==> src/rtl/lpr_ram.sv <==
module lpr_ram #(
  parameter int WIDTH = 8,
  parameter int DEPTH = 16,
  localparam int AW = $clog2(DEPTH)
) (
  input  logic             clk,
  input  logic             we,
  input  logic [AW-1:0]    waddr,
  input  logic [WIDTH-1:0] wdata,
  input  logic [AW-1:0]    raddr,
  output logic [WIDTH-1:0] rdata
);

  logic [WIDTH-1:0] mem_r [DEPTH];
  logic [WIDTH-1:0] rdata_r;

  always_ff @(posedge clk) begin
    if (we) begin
      mem_r[waddr] <= wdata;
    end
    rdata_r <= mem_r[raddr];
  end

  assign rdata = rdata_r;

endmodule

==> config.mk <==
export PLATFORM = sky130hd
export DESIGN_NAME = lpr_ram
export DESIGN_NICKNAME = d
export VERILOG_FILES = /design/src/rtl/lpr_ram.sv
export SDC_FILE = /design/constraint.sdc
export NUM_CORES = 1
export LEC_CHECK = 0
export BUFFER_PORTS_ARGS = -buffer_cell sky130_fd_sc_hd__buf_4
export CAP_MARGIN = 15
export CORE_MARGIN = 1.5
export CORE_UTILIZATION = 36
export DETAILED_ROUTE_END_ITERATION = 12
export PLACE_DENSITY_LB_ADDON = 0.05
export SYNTH_ARGS = -nofsm -noshare
export SYNTH_HDL_FRONTEND = slang
export SYNTH_SLANG_ARGS = --single-unit
==> constraint.sdc <==
create_clock -name clk -period 2.2 [get_ports clk]
set_clock_uncertainty 0.1 [all_clocks]
set_input_delay 0.22 -clock clk [delete_from_list [all_inputs] [get_ports clk]]
set_output_delay 0.22 -clock clk [all_outputs]
set_load 0.02 [all_outputs]
==> results of run 1 <==
-- metal layers --
metal / vias up / track usage / wire length [µm]
met4: 0 / 0.0654 / 213
met3: 16 / 0.0465 / 502
met2: 72 / 0.236 / 4990
li1: 1082 / - / -
met5: - / 0 / 0
met1: 1221 / 0.209 / 4720
-- registers in the layout, indices dropped and copies added (netlist names) --
signal and flops:
rdata 8, mem_r 128
-- how the worst max path moves through the flow --
stage          cells past startpoint         from           to
2_1_floorplan                      2     waddr[2]  mem_r[0][0]
3_3_place_gp                       5     raddr[0]     rdata[2]
3_5_place_dp                       5     raddr[0]     rdata[2]
4_1_cts                            3  mem_r[1][2]     rdata[2]
5_1_grt                            3  mem_r[1][2]     rdata[2]
6_report                           3  mem_r[1][2]     rdata[2]
-- power breakdown --
group          total (W)  leakage (nW)  switching, W  internal [W]
combinational   0.000303         0.607      0.000169      0.000134
sequential       0.00292          1.22     0.0000168       0.00290
clock            0.00265         0.274      0.000959       0.00169
-- metrics by stage --
stage | utilization | total power (W)
after floorplan | - | 0.00313
after global placement | 0.405 | 0.00328
after detailed placement | 0.405 | 0.00328
after CTS | 0.445 | 0.00593
after global routing | 0.445 | 0.00607
final | 0.445 | 0.00587
-- cells by family after synthesis --
group,count (synthesis),share of synthesized area
DFF,136,0.778
and+or+nand+nor,35,0.0318
AOI/OAI and AO/OA,16,0.0233
buffers and inverters,10,0.0168
muxes,32,0.150
-- layout by cell type, fill, tap and decap left out --
cell       instances
nand2b_1           2
edfxtp_1         128
or3b_2             1
a22oi_1           16
and2b_1            1
clkbuf_16         17
mux4_1            14
nand3_1            1
buf_4             45
nand3b_1           2
clkbuf_8           5
mux4_2            18
clkbuf_1           6
clkinv_2           2
nor2_1            13
bufinv_16          1
and2_1             1
nor3_1             4
nor2b_1            1
dfxtp_1            8
nand2_1            9
buf_12             1
-- area by class of cell --
type / count / area (µm²) / share of cell area
clock buffer: 28 / 517 / 0.0833
clock inverter: 3 / 40.0 / 0.00646
multi-input combinational: 83 / 1060 / 0.170
sequential: 136 / 4000 / 0.646
tap: 180 / 225 / 0.0363
timing repair buffer: 46 / 358 / 0.0577
==> flow_metrics.tcl, run 1 <==
set metrics [dict create \
    nFillCells 1208 \
    cts_buffer_depth 2 \
    worstReg2RegStart "mem_r[1][2]" \
    ios 26 \
    hold_start "wdata[6]" \
    core_um2 13900 \
    synth_cell_types 19 \
    ctsHoldBuffers 0 \
    portBuffers 25 \
    synth_ff_type "edfxtp_1" \
    antenna_found_initial 0 \
    rsz0062_at_grt "no" \
    worst_r2r_path_depth 3 \
    final_cells 476 \
    fin_crit_sh 0.654 \
    r2r_end "rdata[2]" \
    cp_slowest_stage_delay_ps 500 \
    die_y_um 123 \
    placed_area_um2 5640 \
    cts-htree-levels 4 \
    layout_min_cycle_time_ps 1440 \
    synth.ff_latch_count 136 \
    numCtsBuffers 17 \
    diodes 0 \
    final_max_slew_viol_count 0 \
    crit_path_end_kind "register" \
    clock_sinks 136 \
    holdCritPathClass "input pin to register" \
    synthMostInstantiatedCell "edfxtp_1" \
    drv_cap 0 \
    routed_via_density 5.02 \
    place_ws_ps 390 \
    synth-edff-count 128 \
    setup_viol_count_final 0 \
    first_iter_violations 167 \
    fmax_ghz 0.695 \
    die_area_um2 15000 \
    grt_pass1_vias 2464 \
    hold_end "mem_r[5][6]" \
    arrival_ps 1640 \
    whs_path_depth 1 \
    peakVddDrop_uv 547 \
    cp_max_fo 1 \
    cp_slowest_cell "mux4_1" \
    fin_nets 302 \
    outcome "completed" \
    synth_top_area_frac 0.747 \
    synthTopCellsByArea "edfxtp_1 (75%), mux4_2 (7.9%), mux4_1 (7.1%)" \
    grt_overflow 0 \
    crit_family "multiplexers" \
    path_class "register to register" \
    crit_chain "mux4_1, a22oi_1, nand2_1" \
    grt_usage 0.155 \
    cts-resized-gates 0 \
    die-width_um 123 \
    timing.hold.ws_ps 15.7 \
    setup_ws_ps 762 \
    grt_max_degree 33 \
    grt_pass1_wl_um 15800 \
    cts_tree "built" \
    setup_tns_ps 0 \
    postRouteAntennaNets 0 \
    dp_hpwl_um 6630 \
    power.density_nw_per_um2 947 \
    gp_congestion 0.706 \
    syn_to_final_growth_pct 20.5 \
    start_util 0.369 \
    syn_area_um2 5150 \
    synth_nets 247 \
    cts.reportedPaths.clkPinSlew_ps 60 \
    post_cts_buffers 0 \
    worst-r2r-setup-slack_ps 760 \
    hold_viol 0 \
    cts_root_buffer "clkbuf_16" \
    drive_gt1_frac 0.304 \
    placed_cells 445 \
    start_kind "register" \
    drc 0 \
    synthCells 229 \
    postSynthAreaPerCell_um2 22.5 \
    dr.pass1.iters 4 \
    synth-seq-area-share 0.778 \
    fin_area_um2 6200 \
    clock_latency_ps 410 \
    wirelength_um 10400 \
    rows 43 \
    maxSlewHeadroom 0.649 \
    yosysTopAreaCell "edfxtp_1" \
    crit_buf_inv 0 \
    dr_total_vias 2391 \
    synth_common_cells "edfxtp_1 (128), mux4_2 (18), a22oi_1 (16)" \
    tightestPinTransition_ps 525 \
    p_leak_nw 2.11 \
    avgRoutedWirePerCell_um 21.9 \
    async_flop_share 0 \
    cp_data_required_time_ps 2400 \
    synth-warning-count 0 \
]
Power figures use the tool's default switching activity.
==> inputs of run 2 (changes only) <==
==> constraint.sdc (replaced) <==
create_clock -name clk -period 1.3 [get_ports clk]
set_clock_uncertainty 0.1 [all_clocks]
set_input_delay 0.13 -clock clk [delete_from_list [all_inputs] [get_ports clk]]
set_output_delay 0.13 -clock clk [all_outputs]
set_load 0.02 [all_outputs]
==> flow_metrics.tcl, run 2 (synthesized netlist as in run 1, its figures left out) <==
set metrics [dict create \
    arrival_ps 1660 \
    routed_via_density 5.01 \
    cts.reportedPaths.clkPinSlew_ps 60 \
    postRouteAntennaNets 0 \
    clock_latency_ps 410 \
    layout_min_cycle_time_ps 1470 \
    largest_reg_flops 128 \
    fin_area_um2 6550 \
    numCtsBuffers 17 \
    fin_nets 331 \
    multi_input_area_um2 1080 \
    holdCritPathClass "input pin to register" \
    wirelength_um 11100 \
    mostFrequentLayoutCells "edfxtp_1 (128), buf_4 (60), mux4_2 (25), clkbuf_16 (17), a22oi_1 (13)" \
    p_leak_nw 2.25 \
    hold_start "waddr[1]" \
    crit_family "multiplexers" \
    rows 43 \
    setup_tns_ps -887 \
    cts_tree "built" \
    dr_total_vias 2535 \
    fin_crit_sh 1.13 \
    grt_pass1_wl_um 16700 \
    cts_root_buffer "clkbuf_16" \
    hold_end "mem_r[4][7]" \
    regArea_um2 4000 \
    hold_viol 0 \
    cts_buffer_depth 2 \
    drc 0 \
    worst_r2r_path_depth 4 \
    crit_chain "mux4_2, a22oi_2, buf_4, nand2_2" \
    placed_area_um2 5890 \
    syn_to_final_growth_pct 27.3 \
    violations "negative setup slack" \
    cp_data_required_time_ps 1490 \
    rsz0062_at_grt "yes" \
    path_class "register to register" \
    die-width_um 123 \
    outcome "complete, but fails checks" \
    diodes 0 \
    cp_slowest_stage_delay_ps 480 \
    cts-htree-levels 4 \
    antenna_found_initial 0 \
    drive_gt1_frac 0.393 \
    die_area_um2 15000 \
    grt_pass1_vias 2688 \
    worst-r2r-setup-slack_ps -170 \
    finalPower_w 0.0102 \
    clock_sinks 136 \
    cp_slowest_cell "mux4_2" \
    tightestPinTransition_ps 906 \
    core_um2 13900 \
    power.density_nw_per_um2 1550 \
    regMostFlops "mem_r" \
    whs_path_depth 3 \
    cp_max_fo 1 \
    avgRoutedWirePerCell_um 22.0 \
    r2r_end "rdata[4]" \
    ios 26 \
    worstReg2RegStart "mem_r[3][4]" \
    post-route-util 0.470 \
    start_kind "register" \
    final_max_slew_viol_count 0 \
    die_y_um 123 \
    setup_ws_ps -171 \
    dr.pass1.iters 4 \
    grt_usage 0.165 \
    gp_congestion 0.694 \
    final_common_cell "edfxtp_1" \
    fmax_ghz 0.680 \
    start_util 0.369 \
    dp_hpwl_um 7410 \
    portBuffers 25 \
    crit_buf_inv 1 \
    setup_viol_count_final 8 \
    crit_path_end_kind "register" \
    nFillCells 1161 \
    grt_overflow 0 \
    grt_max_degree 23 \
    drv_cap 0 \
    maxSlewHeadroom 0.395 \
    first_iter_violations 183 \
    peakVddDrop_uv 798 \
]
==> run 2: worst max path at each step <==
stage | startpoint | to | slack [ps] | cells after the start
floorplan | raddr[0] | rdata[2] | -40 | 5
global placement | raddr[0] | rdata[7] | -340 | 5
detailed placement | raddr[0] | rdata[7] | -400 | 5
CTS | mem_r[3][4] | rdata[4] | -180 | 4
global route | mem_r[3][4] | rdata[4] | -230 | 4
finish | mem_r[3][4] | rdata[4] | -170 | 4
==> run 2: cell type report <==
class | count | area share
well taps | 180 | 0.0344
repair buffers | 75 | 0.102
clock inverters | 4 | 0.0107
multi-input cells | 83 | 0.166
flip-flops and latches | 136 | 0.611
clock buffers | 28 | 0.0758
==> run 2: repair_timing <==
| action | CTS | global route |
|---|---|---|
| setup buffers | 0 | 0 |
| setup endpoints to repair | 8 | 8 |
| gates cloned | 0 | 0 |
| resized for setup | 3 | 1 |
| pin swaps | 2 | 0 |
| hold endpoints to repair | 128 | 0 |
| hold buffers | 8 | 0 |
==> run 2: tightest hold or removal path: stages <==
cell and delay [ps]:
buf_4 110, nor3_2 50, buf_4 150
==> run 2: metrics by stage <==
step | hold WS (ps) | setup WS, ps | cells
6_report | 91.3 | -171 | 506
4_1_cts | 71.0 | -177 | 506
5_1_grt | 76.3 | -229 | 506
3_3_place_gp | 341 | -344 | 466
3_5_place_dp | 352 | -397 | 466
2_1_floorplan | 129 | -37.1 | 229
==> run 2: per-layer routing <==
| metal | vias up | track usage | part of all wire |
|---|---|---|---|
| met5 | - | 0 | 0 |
| met4 | 0 | 0.0676 | 0.015 |
| met3 | 13 | 0.0418 | 0.041 |
| met2 | 68 | 0.244 | 0.46 |
| met1 | 1319 | 0.234 | 0.48 |
| li1 | 1135 | - | - |
==> run 2: power by group <==
part,switching [W],leakage (nW),internal (W)
Sequential,0.0000308,1.22,0.00491
Clock,0.00164,0.277,0.00297
Combinational,0.000322,0.749,0.000296
Total,0.00199,2.25,0.00817
